--- src/hw/rtl/irdb_pkg.sv ---
`timescale 1ns / 1ps
// ----------------------------------------------------------------------------
// irdb_pkg
// Shared types and constants of the IR duration bit decoder.
// ----------------------------------------------------------------------------
package irdb_pkg;

  localparam int unsigned CODE_BITS_DEFAULT = 32;

  localparam int unsigned DUR_W   = 16;
  localparam int unsigned CODE_W  = 32;
  localparam int unsigned COUNT_W = 8;
  localparam int unsigned ENC_W   = 2;
  localparam int unsigned ADDR_W  = 2;
  localparam int unsigned CFG_W   = 16;

  // Register indexes on the configuration port
  localparam logic [ADDR_W-1:0] REG_SHORT_LIMIT  = 2'd0;
  localparam logic [ADDR_W-1:0] REG_SIGNAL_LIMIT = 2'd1;
  localparam logic [ADDR_W-1:0] REG_ENCODING     = 2'd2;

  localparam logic [DUR_W-1:0] SHORT_LIMIT_RST  = 16'd800;
  localparam logic [DUR_W-1:0] SIGNAL_LIMIT_RST = 16'd4000;

  typedef enum logic [ENC_W-1:0] {
    ENC_PULSE = 2'd0,
    ENC_SPACE = 2'd1,
    ENC_SHIFT = 2'd2
  } enc_e;

  typedef struct packed {
    logic [DUR_W-1:0] short_limit;
    logic [DUR_W-1:0] signal_limit;
    logic [ENC_W-1:0] encoding;
  } cfg_t;

  typedef struct packed {
    logic [COUNT_W-1:0] bit_count;
    logic [CODE_W-1:0]  code;
  } result_t;

endpackage

--- src/hw/rtl/irdb_cfg_regs.sv ---
`timescale 1ns / 1ps
// ----------------------------------------------------------------------------
// irdb_cfg_regs
// Configuration registers: short limit, signal limit and encoding.
// ----------------------------------------------------------------------------
module irdb_cfg_regs (
  input  logic                         clk_i,
  input  logic                         rst_ni,
  input  logic                         cfg_we_i,
  input  logic [irdb_pkg::ADDR_W-1:0]  cfg_addr_i,
  input  logic [irdb_pkg::CFG_W-1:0]   cfg_wdata_i,
  output irdb_pkg::cfg_t               cfg_o
);

  irdb_pkg::cfg_t cfg_q;

  always_ff @(posedge clk_i or negedge rst_ni) begin
    if (!rst_ni) begin
      cfg_q.short_limit  <= irdb_pkg::SHORT_LIMIT_RST;
      cfg_q.signal_limit <= irdb_pkg::SIGNAL_LIMIT_RST;
      cfg_q.encoding     <= irdb_pkg::ENC_PULSE;
    end else if (cfg_we_i) begin
      case (cfg_addr_i)
        irdb_pkg::REG_SHORT_LIMIT:  cfg_q.short_limit  <= cfg_wdata_i;
        irdb_pkg::REG_SIGNAL_LIMIT: cfg_q.signal_limit <= cfg_wdata_i;
        irdb_pkg::REG_ENCODING:     cfg_q.encoding     <= cfg_wdata_i[irdb_pkg::ENC_W-1:0];
        default: ;
      endcase
    end
  end

  assign cfg_o = cfg_q;

endmodule

--- src/hw/rtl/irdb_core.sv ---
`timescale 1ns / 1ps
// ----------------------------------------------------------------------------
// irdb_core
// Classify one duration beat and update the collected code word.
// ----------------------------------------------------------------------------
module irdb_core #(
  parameter int unsigned CODE_BITS = irdb_pkg::CODE_BITS_DEFAULT
) (
  input  logic                         clk_i,
  input  logic                         rst_ni,
  input  irdb_pkg::cfg_t               cfg_i,
  input  logic                         step_i,
  input  logic                         mode_i,
  input  logic                         is_mark_i,
  input  logic [irdb_pkg::DUR_W-1:0]   duration_us_i,
  output logic                         emit_o,
  output irdb_pkg::result_t            result_o
);

  logic [CODE_BITS-1:0]              shift_word_q, shift_word_d;
  logic [irdb_pkg::COUNT_W-1:0]      bits_seen_q, bits_seen_d;
  logic                              has_bits_q, has_bits_d;
  logic                              half_pending_q, half_pending_d;

  logic is_end, is_long, push, bit_val;

  assign is_end  = mode_i || (duration_us_i > cfg_i.signal_limit);
  assign is_long = duration_us_i > cfg_i.short_limit;
  assign emit_o  = is_end && has_bits_q;

  always_comb begin
    push           = 1'b0;
    bit_val        = is_long;
    half_pending_d = half_pending_q;
    case (cfg_i.encoding)
      irdb_pkg::ENC_PULSE: push = is_mark_i;
      irdb_pkg::ENC_SPACE: push = !is_mark_i;
      default: begin
        // biphase: a long item completes a pair by itself; a short one pairs up
        bit_val = is_mark_i;
        push    = is_long || half_pending_q;
        if (!is_long) begin
          half_pending_d = !half_pending_q;
        end
      end
    endcase
  end

  always_comb begin
    shift_word_d = shift_word_q;
    bits_seen_d  = bits_seen_q;
    has_bits_d   = has_bits_q;
    if (is_end) begin
      shift_word_d   = '0;
      bits_seen_d    = '0;
      has_bits_d     = 1'b0;
    end else if (push) begin
      shift_word_d = {shift_word_q[CODE_BITS-2:0], bit_val};
      if (bits_seen_q != '1) begin
        bits_seen_d = bits_seen_q + 1'b1;
      end
      has_bits_d = 1'b1;
    end
  end

  always_ff @(posedge clk_i or negedge rst_ni) begin
    if (!rst_ni) begin
      shift_word_q   <= '0;
      bits_seen_q    <= '0;
      has_bits_q     <= 1'b0;
      half_pending_q <= 1'b0;
    end else if (step_i) begin
      shift_word_q   <= shift_word_d;
      bits_seen_q    <= bits_seen_d;
      has_bits_q     <= has_bits_d;
      half_pending_q <= is_end ? 1'b0 : half_pending_d;
    end
  end

  assign result_o.code      = irdb_pkg::CODE_W'(shift_word_q);
  assign result_o.bit_count = bits_seen_q;

endmodule

--- src/hw/rtl/irdb_out_reg.sv ---
`timescale 1ns / 1ps
// ----------------------------------------------------------------------------
// irdb_out_reg
// Result register on the master side; hold the beat until taken.
// ----------------------------------------------------------------------------
module irdb_out_reg (
  input  logic               clk_i,
  input  logic               rst_ni,
  input  logic               load_i,
  input  irdb_pkg::result_t  result_i,
  output logic               free_o,
  output logic               valid_o,
  input  logic               ready_i,
  output irdb_pkg::result_t  result_o
);

  logic              valid_q;
  irdb_pkg::result_t result_q;

  assign free_o = !valid_q || ready_i;

  always_ff @(posedge clk_i or negedge rst_ni) begin
    if (!rst_ni) begin
      valid_q <= 1'b0;
    end else if (load_i) begin
      valid_q <= 1'b1;
    end else if (ready_i) begin
      valid_q <= 1'b0;
    end
  end

  always_ff @(posedge clk_i) begin
    if (load_i) begin
      result_q <= result_i;
    end
  end

  assign valid_o  = valid_q;
  assign result_o = result_q;

endmodule

--- src/hw/rtl/ir_duration_bit_decoder.sv ---
`timescale 1ns / 1ps
// ----------------------------------------------------------------------------
// ir_duration_bit_decoder
// Turn IR mark/space durations into remote-control code words.
// ----------------------------------------------------------------------------
//  channel   direction  payload
//  s_axis    in         tdata: duration_us[15:0]; tuser: mode[0], is_mark[1]
//  m_axis    out        tdata: code[31:0], bit_count[39:32]
//  cfg       in         write-only: short limit, signal limit, encoding
//
//  One beat per cycle while no result beat is blocked. A beat is decoded in
//  the input register and, if it ends a command with bits, lands in the result
//  register.
//  Reset clears the collected word, count and pending half-symbol, and loads
//  the limits 800 us / 4000 us with pulse-width encoding.
//  A stall on the master side holds a decoded beat only if it carries a result.
// ----------------------------------------------------------------------------
module ir_duration_bit_decoder #(
  parameter int unsigned CODE_BITS = irdb_pkg::CODE_BITS_DEFAULT
) (
  input  logic                               clk_i,
  input  logic                               rst_ni,
  // slave stream: duration beats
  input  logic                               s_axis_tvalid,
  output logic                               s_axis_tready,
  input  logic [irdb_pkg::DUR_W-1:0]         s_axis_tdata,  // duration_us[15:0]
  input  logic [1:0]                         s_axis_tuser,  // mode[0], is_mark[1]
  // master stream: code words
  output logic                               m_axis_tvalid,
  input  logic                               m_axis_tready,
  output logic [irdb_pkg::CODE_W+irdb_pkg::COUNT_W-1:0] m_axis_tdata, // code[31:0], bit_count[39:32]
  // configuration writes
  input  logic                               cfg_we_i,
  input  logic [irdb_pkg::ADDR_W-1:0]        cfg_addr_i,
  input  logic [irdb_pkg::CFG_W-1:0]         cfg_wdata_i
);

  irdb_pkg::cfg_t    cfg;
  irdb_pkg::result_t result_w;
  irdb_pkg::result_t out_result;

  // input register
  logic                       in_valid_q;
  logic                       mode_q;
  logic                       is_mark_q;
  logic [irdb_pkg::DUR_W-1:0] duration_q;

  logic emit_w;
  logic out_free;
  logic advance;

  // A beat leaves the input register unless it has a result and the
  // result register is still full.
  assign advance       = in_valid_q && (!emit_w || out_free);
  assign s_axis_tready = !in_valid_q || advance;

  always_ff @(posedge clk_i or negedge rst_ni) begin
    if (!rst_ni) begin
      in_valid_q <= 1'b0;
    end else if (s_axis_tready) begin
      in_valid_q <= s_axis_tvalid;
    end
  end

  always_ff @(posedge clk_i) begin
    if (s_axis_tvalid && s_axis_tready) begin
      mode_q     <= s_axis_tuser[0];
      is_mark_q  <= s_axis_tuser[1];
      duration_q <= s_axis_tdata;
    end
  end

  irdb_cfg_regs u_cfg (
    .clk_i       (clk_i),
    .rst_ni      (rst_ni),
    .cfg_we_i    (cfg_we_i),
    .cfg_addr_i  (cfg_addr_i),
    .cfg_wdata_i (cfg_wdata_i),
    .cfg_o       (cfg)
  );

  irdb_core #(
    .CODE_BITS (CODE_BITS)
  ) u_core (
    .clk_i         (clk_i),
    .rst_ni        (rst_ni),
    .cfg_i         (cfg),
    .step_i        (advance),
    .mode_i        (mode_q),
    .is_mark_i     (is_mark_q),
    .duration_us_i (duration_q),
    .emit_o        (emit_w),
    .result_o      (result_w)
  );

  irdb_out_reg u_out (
    .clk_i    (clk_i),
    .rst_ni   (rst_ni),
    .load_i   (advance && emit_w),
    .result_i (result_w),
    .free_o   (out_free),
    .valid_o  (m_axis_tvalid),
    .ready_i  (m_axis_tready),
    .result_o (out_result)
  );

  assign m_axis_tdata = out_result;

`ifndef ASSERT_OFF
  // an emitted command always shows up on the master side next cycle
  a_emit_shows: assert property (@(posedge clk_i) disable iff (!rst_ni)
    advance && emit_w |=> m_axis_tvalid)
    else $error("emitted result not presented");

  // the input register only stalls behind a blocked result beat
  a_stall_cause: assert property (@(posedge clk_i) disable iff (!rst_ni)
    in_valid_q && !advance |-> m_axis_tvalid && !m_axis_tready)
    else $error("input stalled without output backpressure");

  // an emitted command never carries a zero bit count
  a_count_nonzero: assert property (@(posedge clk_i) disable iff (!rst_ni)
    emit_w |-> result_w.bit_count != '0)
    else $error("emit with empty bit count");
`endif

endmodule

--- config.mk ---
export PLATFORM = sky130hd
export DESIGN_NAME = ir_duration_bit_decoder
export DESIGN_NICKNAME = d
export VERILOG_FILES = /design/src/hw/rtl/irdb_pkg.sv /design/src/hw/rtl/irdb_cfg_regs.sv /design/src/hw/rtl/irdb_core.sv /design/src/hw/rtl/irdb_out_reg.sv /design/src/hw/rtl/ir_duration_bit_decoder.sv
export SDC_FILE = /design/constraint.sdc
export NUM_CORES = 1
export LEC_CHECK = 0
export BUFFER_PORTS_ARGS = -buffer_cell sky130_fd_sc_hd__buf_4
export CORE_UTILIZATION = 52
export CTS_CLUSTER_SIZE = 16
export DETAILED_ROUTE_END_ITERATION = 10
export PLACE_DENSITY_LB_ADDON = 0.05
export SETUP_SLACK_MARGIN = 0.05
export SLEW_MARGIN = 20
export SYNTH_ARGS = -nofsm -noshare
export SYNTH_HDL_FRONTEND = slang
export SYNTH_SLANG_ARGS = --single-unit
--- constraint.sdc ---
create_clock -name clk_i -period 5.4 [get_ports clk_i]
set_input_delay 1.35 -clock clk_i [delete_from_list [all_inputs] [get_ports clk_i]]
set_output_delay 1.35 -clock clk_i [all_outputs]
set_load 0.02 [all_outputs]
==> impl_results.md <==
- Outcome: completed
- PortBufs: 82
- TritonCTS clock tree: done
- Synth Register Bits: 136
- Drt wl/cell: 16.1 µm
- H-tree depth: 4
- Minimum clock period: around 4.4 ns
- First-pass GRT wire length: roughly 19000 µm
- Max-Cap Viols: 0
- Pwr Total: a little over 0.003 W
- DR pass1 iterations: 4
- Ant diodes: 0
- Vias in the first global route: 3782
- Final WS setup: 1.01 ns
- Clock input transition at the sequential cells of the worst setup and hold paths: 0.06 ns
- Post-synthesis async set-or-reset flop share: 0.574
- Number of flops mapped to enable cells by yosys: 58
- Largest net degree at the start of global routing: 79
- GPL Wtd Cong: 0.850
- RR Startpoint: u_cfg.cfg_o[12]
- Vias: 3802
- Clk Latency, worst-skew pair: roughly 0.41 ns
- Crit-path max FO: 18
- Synthesized cell area: 0.00599 mm²
- Yosys cell types: 46
- Power Density: between 400 and 500 mW/mm²
- WP data arrival: 3.04 ns
- GRT Residual Overflow: 0
- Worst setup path start: u_cfg.cfg_o[12]
- Worst-Margin Slew: 0.969 ns
- Drt first-iter violations: approximately 120
- Hold_buf cts: 0
- Post-Place Worst Slack: 1.47 ns
- VDD IR max: 0.000255 V
- Avg Inst Size Synth: approximately 13 µm²
- Global Route Usage Sum: 0.210
- Layout cell share with drive strength beyond 1: 0.314
- Slew HR: 0.352
- Kind of critical path: register to output port
- Die height: approximately 110 µm
- Leakage power: ~3.2 nW
- Post-synth net total: 533
- Hold_sp: u_core.shift_word_q[18]
- CTS buffer count: 17
- DRC: 0
- Cell Area, Placed: 0.00673 mm²
- Layout overhead on the synthesized area: 22.8%
- Final Max Tran Viols: 0
- Initial core utilization: 0.543
- Core area: about 0.011 mm²
- Post-layout net count: between 600 and 700
- # setup viols final: 0
- Post-route cell area: 0.00735 mm²
- CTS sink cnt: 136
- CP Capture Type: output port
- Fin crit share: 0.813
- FMAX: ~230 MHz
- Row count: 38
- WL final: approximately 11000 µm
- Prevailing post-synth register cell: dfrtp_1
- Synth Warn #: 0
- Post-CTS sizing: 0
- I/O pins: 83
- Hold crit path type: register to register
- Sequential share of the synthesized area: 0.619
- Avg Vias per Cell: between 5 and 6
- Min Hold Slack: 0.446 ns
- Routed Antenna Nets: 0
- CP startpoint kind: register
- Worst-case clock buffer depth: 2
- CP required: slightly above 4 ns
- Root Driver: clkbuf_16
- # Post-CTS Setup Buffers: 0
- Initial antenna violation count: 0
- Setup Skew: 0.00578 ns
- Final HPWL DP: 7620 µm
- Syn Inst Count: 459
- Setup_tns: 0 ns
- Unrepaired setup endpoints after global routing: false
- Final hold violations: 0
- Die footprint: between 0.01 and 0.015 mm²
- Die X-Extent: 109 µm
synth_stat cells, types with 2 or more instances:
| master | count | area, µm² |
|---|---|---|
| o21a_1 | 2 | 15.0 |
| o311ai_2 | 3 | 48.8 |
| a21oi_1 | 28 | 140 |
| ha_1 | 33 | 413 |
| nand3_1 | 6 | 30.0 |
| o21ai_0 | 22 | 110 |
| inv_1 | 55 | 206 |
| dfrtp_1 | 69 | 1730 |
| clkbuf_1 | 9 | 33.8 |
| dfstp_2 | 9 | 236 |
| nor2_1 | 5 | 18.8 |
| mux2_2 | 37 | 417 |
| a211oi_1 | 3 | 22.5 |
| edfxtp_1 | 58 | 1740 |
| o31ai_1 | 2 | 15.0 |
| buf_12 | 2 | 40.0 |
| nand3b_1 | 2 | 15.0 |
| nor3_1 | 2 | 10.0 |
| buf_6 | 2 | 22.5 |
| nand4_1 | 9 | 56.3 |
| or2_2 | 2 | 12.5 |
| a22oi_1 | 2 | 15.0 |
| nor2b_1 | 4 | 25.0 |
| a2bb2oi_1 | 3 | 26.3 |
| nand2b_1 | 4 | 25.0 |
| mux2i_1 | 16 | 160 |
| or4_1 | 2 | 15.0 |
| nand2_1 | 45 | 169 |
| o211ai_1 | 6 | 45.0 |
layout by cell type (no fill, tap or decap), types with 3 or more instances in the layout:
cell        netlist  final
a211oi_1          3      3
bufinv_16         0      3
ha_1             33     33
nand3_1           6      6
edfxtp_1         58     58
clkinv_2          0      3
o211ai_1          6      6
nand4_1           9      9
clkbuf_16         0     17
dfrtp_1          69     69
nand2b_1          4      4
mux2i_1          16     16
nand2_1          45     45
inv_1            55     55
nor2_1            5      5
dfstp_2           9      9
nor2b_1           4      4
o311ai_2          3      3
a21oi_1          28     28
clkinvlp_4        0      3
a2bb2oi_1         3      3
mux2_2           37     37
o21ai_0          22     22
buf_4             0     89
per-layer routing:
| metal | track usage | share of wire | routed length, µm |
|---|---|---|---|
| met1 | 0.268 | 0.44 | 4960 |
| met4 | 0.101 | 0.023 | 265 |
| met2 | 0.344 | 0.50 | 5650 |
| met3 | 0.0439 | 0.043 | 484 |
| met5 | 0 | 0 | 0 |
critical path, stage by stage, from the launching register on:
cell and delay (ns):
dfstp_2 0.53, inv_1 0.04, ha_1 0.31, nand4_1 0.14
a211oi_1 0.24, or4_1 0.64, nand2_2 0.10, nor3_1 0.36
inv_1 0.10, buf_4 0.17
area by class of cell:
class / count / area [µm²]
flip-flops and latches: 136 / 3700
clock inverters: 13 / 153
well taps: 140 / 175
clock buffers: 19 / 443
fillers: 850 / 3680
repair buffers: 90 / 696
inverters: 55 / 206
multi-input cells: 254 / 1980
path summary, 6_finish.rpt:
kind | to | slack (ns) | cells after the start
setup / recovery | s_axis_tready | 1.01 | 9
hold / removal | u_out.result_o[18] | 0.45 | 0
setup reg to reg | u_core.shift_word_q[3] | 1.41 | 9
hold reg to reg | u_out.result_o[18] | 0.45 | 0
max in group asynchronous | u_cfg.cfg_o[12] | 3.92 | 2
min in group asynchronous | u_cfg.cfg_o[21] | 0.85 | 1
power breakdown:
group	switching (W)	leakage, nW	internal [W]
combinational	0.000336	1.37	0.000235
clock	0.000429	0.284	0.000734
sequential	0.0000658	1.56	0.00123
kinds of logic (layout without fill, tap and decap cells):
family                   after synthesis  count (layout)  share of synthesized area
flip-flops                           136             136                      0.619
AND/OR/NAND/NOR                       86              86                     0.0691
AO/OA/AOI/OAI                         81              81                     0.0925
buffers and inverters                 69             177                     0.0531
multiplexers                          53              53                     0.0963
adder cells (fa/ha/maj)               33              33                     0.0689
XOR/XNOR                               1               1                    0.00146
flip-flops by register name, indices dropped and copies added (netlist names):
| signal | flops |
|---|---|
| duration_q | 16 |
| in_valid_q | 1 |
| is_mark_q | 1 |
| mode_q | 1 |
| u_cfg.cfg_o | 34 |
| u_core.bits_seen_q | 8 |
| u_core.half_pending_q | 1 |
| u_core.has_bits_q | 1 |
| u_core.shift_word_q | 32 |
| u_out.result_o | 40 |
| u_out.valid_o | 1 |
stage by stage:
step,utilization,instances
2_1_floorplan,-,459
3_3_place_gp,0.610,674
3_5_place_dp,0.610,674
4_1_cts,0.664,706
5_1_grt,0.667,707
6_report,0.667,707
No activity file was read; power rests on OpenSTA's default activity.
